**config.mk**
```make
export PLATFORM = sky130hd
export DESIGN_NAME = ssl_front
export DESIGN_NICKNAME = d
export VERILOG_FILES = /design/src/hw/rtl/ssl_pkg.sv /design/src/hw/rtl/ssl_front.sv
export SDC_FILE = /design/constraint.sdc
export NUM_CORES = 1
export LEC_CHECK = 0
export BUFFER_PORTS_ARGS = -buffer_cell sky130_fd_sc_hd__buf_4
export CORE_MARGIN = 2
export CORE_UTILIZATION = 50
export DETAILED_ROUTE_END_ITERATION = 16
export PLACE_DENSITY_LB_ADDON = 0.2
export SETUP_SLACK_MARGIN = 0.02
export SLEW_MARGIN = 20
export SYNTH_ARGS = -nofsm -noshare
export SYNTH_HDL_FRONTEND = slang
export SYNTH_SLANG_ARGS = --single-unit
```
**constraint.sdc**
```tcl
create_clock -name clk -period 5.48 [get_ports clk]
set_clock_uncertainty 0.15 [all_clocks]
set_input_delay 1.096 -clock clk [delete_from_list [all_inputs] [get_ports clk]]
set_output_delay 1.096 -clock clk [all_outputs]
set_load 0.01 [all_outputs]
```
**src/hw/rtl/ssl_pkg.sv**
```systemverilog
// Shared types and constants for the subscription slot table.
// Request/result structs, command and status codes, scan state encoding.
// No dependencies.
package ssl_pkg;

  localparam int SLOTS       = 64;
  localparam int MAX_FILTERS = 16;

  localparam int SLOT_AW = $clog2(SLOTS);
  localparam int CNT_W   = $clog2(SLOTS + 1);

  // Fixed field widths of the ports
  localparam int REQ_W    = 2;
  localparam int CLIENT_W = 16;
  localparam int KEY_W    = 64;
  localparam int FREF_W   = 16;
  localparam int FCNT_W   = 5;
  localparam int STAT_W   = 3;
  localparam int SLOT_W   = 6;
  localparam int RCNT_W   = 7;
  localparam int ACNT_W   = 7;

  typedef enum logic [REQ_W-1:0] {
    OP_ADD        = 2'd0,
    OP_REMOVE     = 2'd1,
    OP_REMOVE_ALL = 2'd2,
    OP_FIND       = 2'd3
  } op_t;

  typedef enum logic [STAT_W-1:0] {
    ST_INSERTED  = 3'd0,
    ST_UPDATED   = 3'd1,
    ST_REMOVED   = 3'd2,
    ST_FOUND     = 3'd3,
    ST_NOT_FOUND = 3'd4,
    ST_FULL      = 3'd5
  } status_t;

  typedef enum logic [1:0] {
    S_IDLE,
    S_SCAN,
    S_APPLY
  } state_t;

  typedef struct packed {
    logic [REQ_W-1:0]    req_type;
    logic [CLIENT_W-1:0] client_id;
    logic [KEY_W-1:0]    sub_key;
    logic [FREF_W-1:0]   filter_ref;
    logic [FCNT_W-1:0]   filter_count;
  } req_t;

  typedef struct packed {
    logic [STAT_W-1:0]   status;
    logic [SLOT_W-1:0]   slot_index;
    logic [RCNT_W-1:0]   removed_count;
    logic [FREF_W-1:0]   found_filter_ref;
    logic [FCNT_W-1:0]   found_filter_count;
    logic [ACNT_W-1:0]   active_count;
  } rsp_t;

  // Classified command handed from front to back
  typedef struct packed {
    op_t                 op;
    logic [CLIENT_W-1:0] client;
    logic [KEY_W-1:0]    key;
    logic [FREF_W-1:0]   fref;
    logic [FCNT_W-1:0]   fcnt;
  } cmd_t;

  // One stored slot
  typedef struct packed {
    logic [CLIENT_W-1:0] client;
    logic [KEY_W-1:0]    key;
    logic [FREF_W-1:0]   fref;
    logic [FCNT_W-1:0]   fcnt;
  } entry_t;

  typedef struct packed {
    logic avail;
    cmd_t head;
  } queue_out_t;

endpackage

```
**src/hw/rtl/ssl_front.sv**
```systemverilog
// Front end: accepts requests, decodes the op, clamps the filter count,
// and buffers commands in a two-entry queue. Depends on ssl_pkg.
module ssl_front import ssl_pkg::*; (
  input  logic       clk,
  input  logic       rst,
  input  logic       start,
  output logic       busy,
  input  req_t       req,
  input  logic       pop,
  output queue_out_t q_out
);

  cmd_t       cmd_in;
  cmd_t       q_mem [2];
  logic       wr_ptr;
  logic       rd_ptr;
  logic [1:0] count;
  logic       push;
  logic       do_pop;

  always_comb begin
    cmd_in.client = req.client_id;
    cmd_in.key    = req.sub_key;
    cmd_in.fref   = req.filter_ref;
    if (int'(req.filter_count) > MAX_FILTERS) begin
      cmd_in.fcnt = FCNT_W'(MAX_FILTERS);
    end else begin
      cmd_in.fcnt = req.filter_count;
    end
    cmd_in.op = op_t'(req.req_type);
  end

  assign busy       = (count == 2'd2);
  assign push       = start && !busy;
  assign do_pop     = pop && (count != 2'd0);
  assign q_out.avail = (count != 2'd0);
  assign q_out.head  = q_mem[rd_ptr];

  always_ff @(posedge clk) begin
    if (rst) begin
      wr_ptr <= 1'b0;
      rd_ptr <= 1'b0;
      count  <= 2'd0;
    end else begin
      if (push) begin
        wr_ptr <= !wr_ptr;
      end
      if (do_pop) begin
        rd_ptr <= !rd_ptr;
      end
      case ({push, do_pop})
        2'b10:   count <= count + 2'd1;
        2'b01:   count <= count - 2'd1;
        default: count <= count;
      endcase
    end
  end

  always_ff @(posedge clk) begin
    if (push) begin
      q_mem[wr_ptr] <= cmd_in;
    end
  end

endmodule

```
==> results_dict.tcl, run 1 <==
set metrics [dict create \
    cp_top_family "buffers and inverters" \
    yosysTopAreaCell "edfxtp_1" \
    grt_first_pass_wirelength_um 21330 \
    crit_arrival_ns 2.37 \
    drv_slew 0 \
    relSlewSlack_pct 59.38 \
    die_area_sq_um 16350 \
    tritoncts "built" \
    portBuffers 211 \
    fin_tns_setup_ns 0 \
    routed_via_density 5.120 \
    endpoint_kind "output port" \
    post_dp_cell_area_sq_um 9485 \
    synthesis.area_sq_um 7674 \
    via_count 3999 \
    fin_ws_ns 1.860 \
    start_util_pct 50.85 \
    diodes 0 \
    drive_gt1_share_pct 59.70 \
    power.total_mw 4.896 \
    max_freq_mhz 276.3 \
    first_pass_iters 4 \
    place_inst 743 \
    antenna_found_initial 0 \
    grt-ovfl-total 0 \
    drc 0 \
    hold_viol_final 0 \
    cts_resized 0 \
    clk_latency_ns 0.48 \
    hold_slack_ns 0.3804 \
    ys_warn_count 0 \
    dp_hpwl_um 9311 \
    combPwrFrac_pct 26.1 \
    r2r_slack_ns 2.94 \
    wl_per_cell_um 18.25 \
    final_antenna_net_count 0 \
    die_x_um 127.9 \
    fin_cells 781 \
    post_cts_buffers 0 \
    synth_nets 459 \
    path_max_fanout 45 \
    pin_count 212 \
    maxCapViolCount 0 \
    cp_slowest_stage_delay_ns 0.75 \
    critPathLaunchType "register" \
    final_nets 687 \
    clkPwrFrac_pct 30.2 \
    place_congestion 0.7645 \
    path_clk_slew_ns 0.06 \
    final_util_pct 67.82 \
    synth_area_leaders "edfxtp_1 81%, mux2_2 15%, dfxtp_1 1.3%" \
    yosys_register_bits 211 \
    grt_setup_unrepaired "no" \
    stdcell_area_sq_um 10230 \
    rows 45 \
    coreArea_sq_um 15090 \
    h-tree-depth 1 \
    syn_to_final_growth_pct 33.36 \
    setup_violations 0 \
    outcome "finished clean" \
    period_needed_ns 3.620 \
    first_iter_violations 232 \
    path_buf_inv 3 \
    tightest_slew_ns 0.6094 \
    p_leak_nw 3.826 \
    hp-class "register to register" \
    grt_use_total_pct 16.85 \
    numCtsBuffers 21 \
    seqPwrFrac_pct 43.7 \
    cts_root_buf "clkbuf_16" \
    grt_max_degree 78 \
    ys_types 21 \
    path_cells "buf_16, buf_4, mux2_2, buf_4" \
    power.switching_mw 1.225 \
    dpl_worst_slack_ns 2.260 \
    yosysTopAreaCellShare_pct 80.61 \
    power.internal_mw 3.671 \
    critPathKind "register to output port" \
    die-height_um 127.9 \
    r2r_start "count[0]" \
    required_ns 4.23 \
    cp_common_cell "buf_4" \
    hold_buffers 0 \
    syn_avg_cell_area_sq_um 21.86 \
    drt_wl_total_um 14260 \
    grt_pass1_vias 4156 \
    cpMaxStageDelayCell "dfxtp_4" \
    swShare_pct 25.02 \
    syn_inst 351 \
    peakVddDrop_v 0.0003841 \
    ys_seq_area_share_pct 81.92 \
    min_period_over_period_pct 66.05 \
    cts.sinks 211 \
    powerDensity_nw_per_um2 478.4 \
    holdCritStartpoint "rd_ptr" \
    clk_path_buf_depth 3 \
]
## synth_stat cells
master    count
ha_1          1
o21a_1        1
inv_1         2
buf_4         7
and3_1        1
clkbuf_1      1
buf_2         4
nand2b_2      1
xor2_1        1
dfxtp_1       5
o21ai_0       2
nor2b_1       4
or2_2         1
a21oi_1       2
or3_1         2
inv_2         1
edfxtp_1    206
nor2_1        3
mux2_2      103
xnor2_1       2
nand2_1       1
## final cells by class
class	count	area, sq um
fillers	1053	4856
well taps	188	235.2
multi-input cells	125	1305
flip-flops and latches	211	6290
clock inverters	6	127.6
repair buffers	217	1669
inverters	3	13.76
clock buffers	31	593.1
## sequential cells by signal (all words and copies together) (netlist names), named ones only
name / flops
q_mem: 206
rd_ptr: 1
wr_ptr: 1
count: 2
## layout by cell type, fill, tap and decap left out, drive strengths merged
cell type	n
a21oi	2
o21ai	2
and3	1
buf	217
inv	3
dfxtp	5
mux2	103
edfxtp	206
o21a	1
clkinv	2
or2	1
or3	2
nor2	3
ha	1
nor2b	4
bufinv	4
nand2b	1
xnor2	2
nand2	1
clkbuf	31
xor2	1
## logic make-up after synthesis
family,count (synthesis),synth area share [%]
flops,211,81.92
mux,103,15.11
buf+inv,15,1.141
simple gates,13,0.9620
compound gates,5,0.3588
xor+xnor,3,0.3425
fa+ha+maj,1,0.1630
## layer usage
metal  up-vias  part of all wire, %  GRT usage (%)
li1       1839                    -              -
met1      1970                   39          20.58
met4         0                  1.5          4.202
met2       171                   50          29.10
met3        19                  9.5          5.718
met5         -                    0              0
## worst reg2reg max path: cells and delay by family, from the launching register on
family	cells	cell delay, ns
DFF	1	0.42
and+or+nand+nor	2	0.56
buffers and inverters	3	1.02
## power by group through the flow
| stage | sequential [mW] | clock (mW) | combinational, mW |
|---|---|---|---|
| finish | 2.14 | 1.48 | 1.28 |
| floorplan | 2.13 | 0 | 0.733 |
| detailed placement | 2.18 | 0 | 1.28 |
| CTS | 2.15 | 1.51 | 1.29 |
| global route | 2.17 | 1.57 | 1.36 |
| global placement | 2.22 | 0 | 1.21 |
## worst paths after layout
check	to	cells after the start
worst max register to register	q_mem[0][26]	5
worst min-delay path	rd_ptr	2
worst min register to register	rd_ptr	2
worst max-delay path	q_out[74]	4
Note: power is estimated with default switching activity, not from simulation.
==> run 2, diff against run 1 <==
- CORE_UTILIZATION: 50 -> 47
- clock period: 5.48 -> 3.2 ns (I/O delays scaled with it)
==> run 2 against run 1 <==
  * Non-clock buffer count grew 1
  * Sequential cell count is the same
  * Count of clock-buffer cells in the layout is the same
  * Combinational power grew 76%
  * Critical path depth shrank 1
  * Via count shrank 0.38%
  * Die area grew 6.2%
  * Global-route usage shrank 0.19 points
  * Final cell count grew 3.8%
  * Routed wire length grew 0.83%
  * Total power grew 66%
  * Worst hold slack lost 0.19 ns
  * Highest routed layer unchanged
==> results_dict.tcl, run 2 (synthesis gave the netlist of run 1 again) <==
set metrics [dict create \
    clk_path_buf_depth 3 \
    fin_tns_setup_ns 0 \
    path_cells "buf_12, mux2_2, buf_4" \
    max_freq_mhz 368.3 \
    combPwrFrac_pct 27.6 \
    diodes 0 \
    mostFrequentLayoutCell "buf_4" \
    grt_max_degree 55 \
    portBuffers 211 \
    cp_top_family "flip-flops" \
    critPathKind "register to output port" \
    rows 46 \
    path_max_fanout 42 \
    place_inst 773 \
    dp_hpwl_um 9572 \
    top_register "q_mem" \
    holdCritStartpoint "req[46]" \
    endpoint_kind "output port" \
    seqPwrFrac_pct 44.7 \
    layout_common_cells "213 x buf_4, 206 x edfxtp_1, 103 x mux2_2, 23 x clkbuf_16, 8 x clkbuf_1" \
    coreArea_sq_um 15940 \
    hp-class "primary input to register" \
    hold_buffers 0 \
    outcome "finished clean" \
    r2r_slack_ns 1.20 \
    clkPwrFrac_pct 27.7 \
    routed_via_density 4.912 \
    crit_end "q_out[60]" \
    cts_root_buf "clkbuf_16" \
    final_antenna_net_count 0 \
    die_x_um 131.8 \
    die-height_um 131.8 \
    crit_arrival_ns 1.93 \
    syn_to_final_growth_pct 33.13 \
    fill_cells 1178 \
    first_iter_violations 222 \
    r2r_end "q_mem[1][8]" \
    first_pass_iters 4 \
    multi_input_area_sq_um 1305 \
    path_buf_inv 2 \
    drive_gt1_share_pct 59.50 \
    rr_worst_depth 3 \
    wl_per_cell_um 17.73 \
    start_util_pct 48.13 \
    fin_cells 811 \
    required_ns 2.41 \
    critPathLaunchType "register" \
    grt_pass1_vias 4410 \
    pin_count 212 \
    powerDensity_nw_per_um2 795.4 \
    drv_slew 0 \
    setup_violations 0 \
    largestRegisters "q_mem (206), count (2)" \
    maxCapViolCount 0 \
    grt_setup_unrepaired "no" \
    via_count 3984 \
    grt_first_pass_wirelength_um 22790 \
    antenna_found_initial 0 \
    die_area_sq_um 17360 \
    grt_use_total_pct 16.67 \
    cts_resized 0 \
    period_needed_ns 2.716 \
    power.internal_mw 6.019 \
    drt_wl_total_um 14380 \
    power.switching_mw 2.107 \
    p_leak_nw 3.796 \
    hold_viol_final 0 \
    cts.sinks 211 \
    grt-ovfl-total 0 \
    swShare_pct 25.93 \
    peakVddDrop_v 0.0004667 \
    tightest_slew_ns 0.5284 \
    tritoncts "built" \
    r2r_start "count[0]" \
    relSlewSlack_pct 64.77 \
    numCtsBuffers 22 \
    drc 0 \
    seq_area_sq_um 6290 \
    place_congestion 0.7370 \
    cp_slowest_stage_delay_ns 0.58 \
    min_period_over_period_pct 84.86 \
    largest_reg_flops 206 \
    post_cts_buffers 0 \
    final_nets 689 \
    cp.depth 3 \
    path_clk_slew_ns 0.06 \
    clk_latency_ns 0.48 \
    cpMaxStageDelayCell "dfxtp_4" \
    h-tree-depth 1 \
]
-- run 2: worst min path at each step --
stage | endpoint | slack [ns] | cells past startpoint
after floorplan | wr_ptr | 0.30 | 2
final | q_mem[0][46] | 0.19 | 1
after global placement | wr_ptr | 0.32 | 2
after CTS | q_mem[1][96] | 0.17 | 1
after detailed placement | wr_ptr | 0.33 | 2
after global routing | q_mem[1][27] | 0.16 | 1
-- run 2: power by group through the flow --
stage,Sequential [mW],Combinational (mW),Clock [mW]
final,3.63,2.25,2.25
after floorplan,3.63,1.26,0
after global placement,3.67,2.25,0
after global routing,3.67,2.43,2.42
after CTS,3.64,2.29,2.31
after detailed placement,3.69,2.28,0
-- run 2: through the flow --
step                      utilization, %  hold WS, ns  cell area [sq um]  power, mW  worst slack, ns
after floorplan                        -       0.3015               7679      4.884           0.3149
after CTS                          64.08       0.1698              10220      8.239           0.4419
final                              64.08       0.1872              10220      8.126           0.4845
after global placement             60.08       0.3237               9579      5.921           0.9906
after global routing               64.08       0.1629              10220      8.523           0.3655
after detailed placement           60.08       0.3335               9579      5.973           0.9749
-- run 2: final cells by class --
type,count,area share (%)
Clock buffer,31,5.928
Tap cell,216,2.645
Inverter,3,0.1470
Multi-Input combinational cell,125,12.77
Sequential cell,211,61.57
Clock inverter,7,0.3062
Timing Repair Buffer,218,16.63
-- run 2: metal layers --
metal,global-route usage [%],part of all wire (%)
met2,27.52,49
met5,0,0
met4,5.133,2.3
met3,5.844,9.7
met1,20.90,39
==> run 3, diff against run 2 <==
- ABC_AREA: unset -> 1
- CORE_UTILIZATION: 47 -> 50
- clock period: 3.2 -> 2.7 ns (I/O delays scaled with it)
==> run 3 against run 2 <==
  * Via count grew 0.78%
  * Routed wire length down 0.85%
  * Global-route usage up 0.12 points
  * Sequential power rose by 13%
  * Highest routed layer unchanged
==> results_dict.tcl, run 3 <==
set metrics [dict create \
    final_antenna_net_count 0 \
    power.total_mw 8.859 \
    cpMaxStageDelayCell "mux2_2" \
    die_x_um 128.4 \
    pin_count 212 \
    synth_top_family_by_area "multiplexers" \
    synth_simple_gate_area_share_pct 1.229 \
    h-tree-depth 1 \
    final_nets 707 \
    endpoint_kind "output port" \
    path_max_fanout 56 \
    grt_first_pass_wirelength_um 21180 \
    maxCapViolCount 0 \
    hp-class "primary input to register" \
    portBuffers 211 \
    start_util_pct 51.08 \
    largest_reg_flops 206 \
    syn_inst 370 \
    synth_most_common_cell "edfxtp_1" \
    async_reset_ff_share_pct 0 \
    mostFrequentLayoutCell "buf_4" \
    synth_area_leaders "edfxtp_1 80%, mux2_2 15%, dfxtp_1 1.3%" \
    post_cts_buffers 0 \
    cts.sinks 211 \
    tightest_slew_ns 0.3946 \
    grt_max_degree 59 \
    required_ns 2.01 \
    synth_compound_area_share_pct 0.3235 \
    via_count 4015 \
    grt_use_total_pct 16.79 \
    layout_common_cells "211 x buf_4, 206 x edfxtp_1, 103 x mux2_2, 23 x clkbuf_16" \
    grt_setup_unrepaired "no" \
    first_pass_iters 4 \
    max_freq_mhz 418.6 \
    drive_gt1_share_pct 59.02 \
    numCtsBuffers 22 \
    rows 45 \
    first_iter_violations 202 \
    place_congestion 0.7167 \
    syn_avg_cell_area_sq_um 20.91 \
    ys_seq_area_share_pct 81.26 \
    hold_viol_final 0 \
    diodes 0 \
    yosysTopAreaCell "edfxtp_1" \
    grt_pass1_vias 4284 \
    yosys.area_share.adder_pct 0.1617 \
    crit_arrival_ns 1.70 \
    drv_slew 0 \
    setup_violations 0 \
    synth_nets 478 \
    p_leak_nw 3.895 \
    hold_buffers 0 \
    tritoncts "built" \
    cts_root_buf "clkbuf_16" \
    place_inst 763 \
    muxShareOfSynthArea_pct 14.99 \
    die-height_um 128.4 \
    dp_hpwl_um 9176 \
    path_clk_slew_ns 0.07 \
    coreArea_sq_um 15150 \
    clk_path_buf_depth 3 \
    synth_edf_count 206 \
    synthesis.area_sq_um 7736 \
    critPathKind "register to output port" \
    outcome "finished clean" \
    drt_wl_total_um 14250 \
    critPathLaunchType "register" \
    peakVddDrop_v 0.0004923 \
    wl_per_cell_um 17.75 \
    cts_resized 0 \
    top_register "q_mem" \
    ys_types 14 \
    drc 0 \
    antenna_found_initial 0 \
    powerDensity_nw_per_um2 857.0 \
    largestRegisters "q_mem (206), count (2)" \
    synth-main-ff-cell "edfxtp_1" \
    yosysTopAreaCellShare_pct 79.96 \
    period_needed_ns 2.389 \
    yosys_register_bits 211 \
    path_cells "buf_12, mux2_2, buf_4" \
    synthXorXnorAreaFrac_pct 0 \
    relSlewSlack_pct 73.63 \
    die_area_sq_um 16480 \
    ys_warn_count 0 \
    min_period_over_period_pct 88.47 \
    fin_cells 803 \
    syn_to_final_growth_pct 33.62 \
    clk_latency_ns 0.48 \
    cp_slowest_stage_delay_ns 0.38 \
    grt-ovfl-total 0 \
    synth_commonest_cells "206 x edfxtp_1, 103 x mux2_2, 14 x inv_1, 14 x nor2_1, 8 x nand2_1" \
    routed_via_density 5.000 \
]
run 3: changes by cell type in the layout (fill, tap and decap cells not counted), sizes merged, moves of 2 or more:
| cell | previous run | this run |
|---|---|---|
| clkinvlp | 1 | 3 |
| clkbuf | 31 | 26 |
| xnor2 | 2 | 0 |
| nand2 | 1 | 8 |
| nor2b | 4 | 0 |
| inv | 2 | 14 |
| nand4 | 0 | 2 |
| or3 | 2 | 0 |
| nor2 | 3 | 14 |
| bufinv | 0 | 2 |
| clkinv | 7 | 9 |
run 3: final timing paths:
path / startpoint / to / slack, ns / depth (start not counted)
min reg2reg: rd_ptr / rd_ptr / 0.36 / 2
min: req[91] / q_mem[0][91] / 0.08 / 1
max reg2reg: count[1] / q_mem[0][88] / 0.81 / 6
max: register / q_out[66] / 0.31 / 3
run 3: critical path, delay by kind of cell (launching register included):
kind,cells,cell delay [ns]
buffers and inverters,2,0.42
DFF,1,0.37
muxes,1,0.38
run 3: layout make-up:
| cell class | count | area (sq um) |
|---|---|---|
| Clock buffer | 26 | 586.8 |
| Clock inverter | 14 | 142.6 |
| Fill cell | 1029 | 4808 |
| Inverter | 14 | 63.81 |
| Multi-Input combinational cell | 133 | 1315 |
| Sequential cell | 211 | 6290 |
| Tap cell | 188 | 235.2 |
| Timing Repair Buffer | 217 | 1704 |
run 3: kinds of logic after synthesis:
family / after synthesis
multiplexers: 103
buffers and inverters: 26
adder cells (fa/ha/maj): 1
flip-flops: 211
AND/OR/NAND/NOR: 24
AO/OA/AOI/OAI: 5
run 3: power by group:
| part | leakage, nW | internal (mW) | switching, mW | total, mW |
|---|---|---|---|---|
| Combinational | 1.57 | 0.937 | 0.853 | 1.79 |
| Clock | 0.354 | 1.77 | 1.21 | 2.98 |
| Sequential | 1.97 | 4.00 | 0.0841 | 4.09 |
run 3: per-layer routing:
metal | vias to the layer above | share of wire [%] | global-route usage (%)
li1 | 1894 | - | -
met1 | 1948 | 39 | 19.94
met2 | 147 | 49 | 28.60
met3 | 26 | 10 | 5.863
met4 | 0 | 2.3 | 6.012
met5 | - | 0 | 0
run 3: per-stage QoR:
step | utilization (%) | area (sq um) | setup WS (ns) | hold WS (ns) | TNS, ns
detailed placement | 63.44 | 9608 | 0.6246 | 0.3446 | 0
finish | 68.25 | 10340 | 0.3112 | 0.07668 | 0
global route | 68.25 | 10340 | 0.2495 | 0.05299 | 0
floorplan | - | 7770 | -0.09650 | 0.3150 | -16.66
global placement | 63.44 | 9608 | 0.6446 | 0.3330 | 0
CTS | 68.25 | 10340 | 0.2813 | 0.05663 | 0
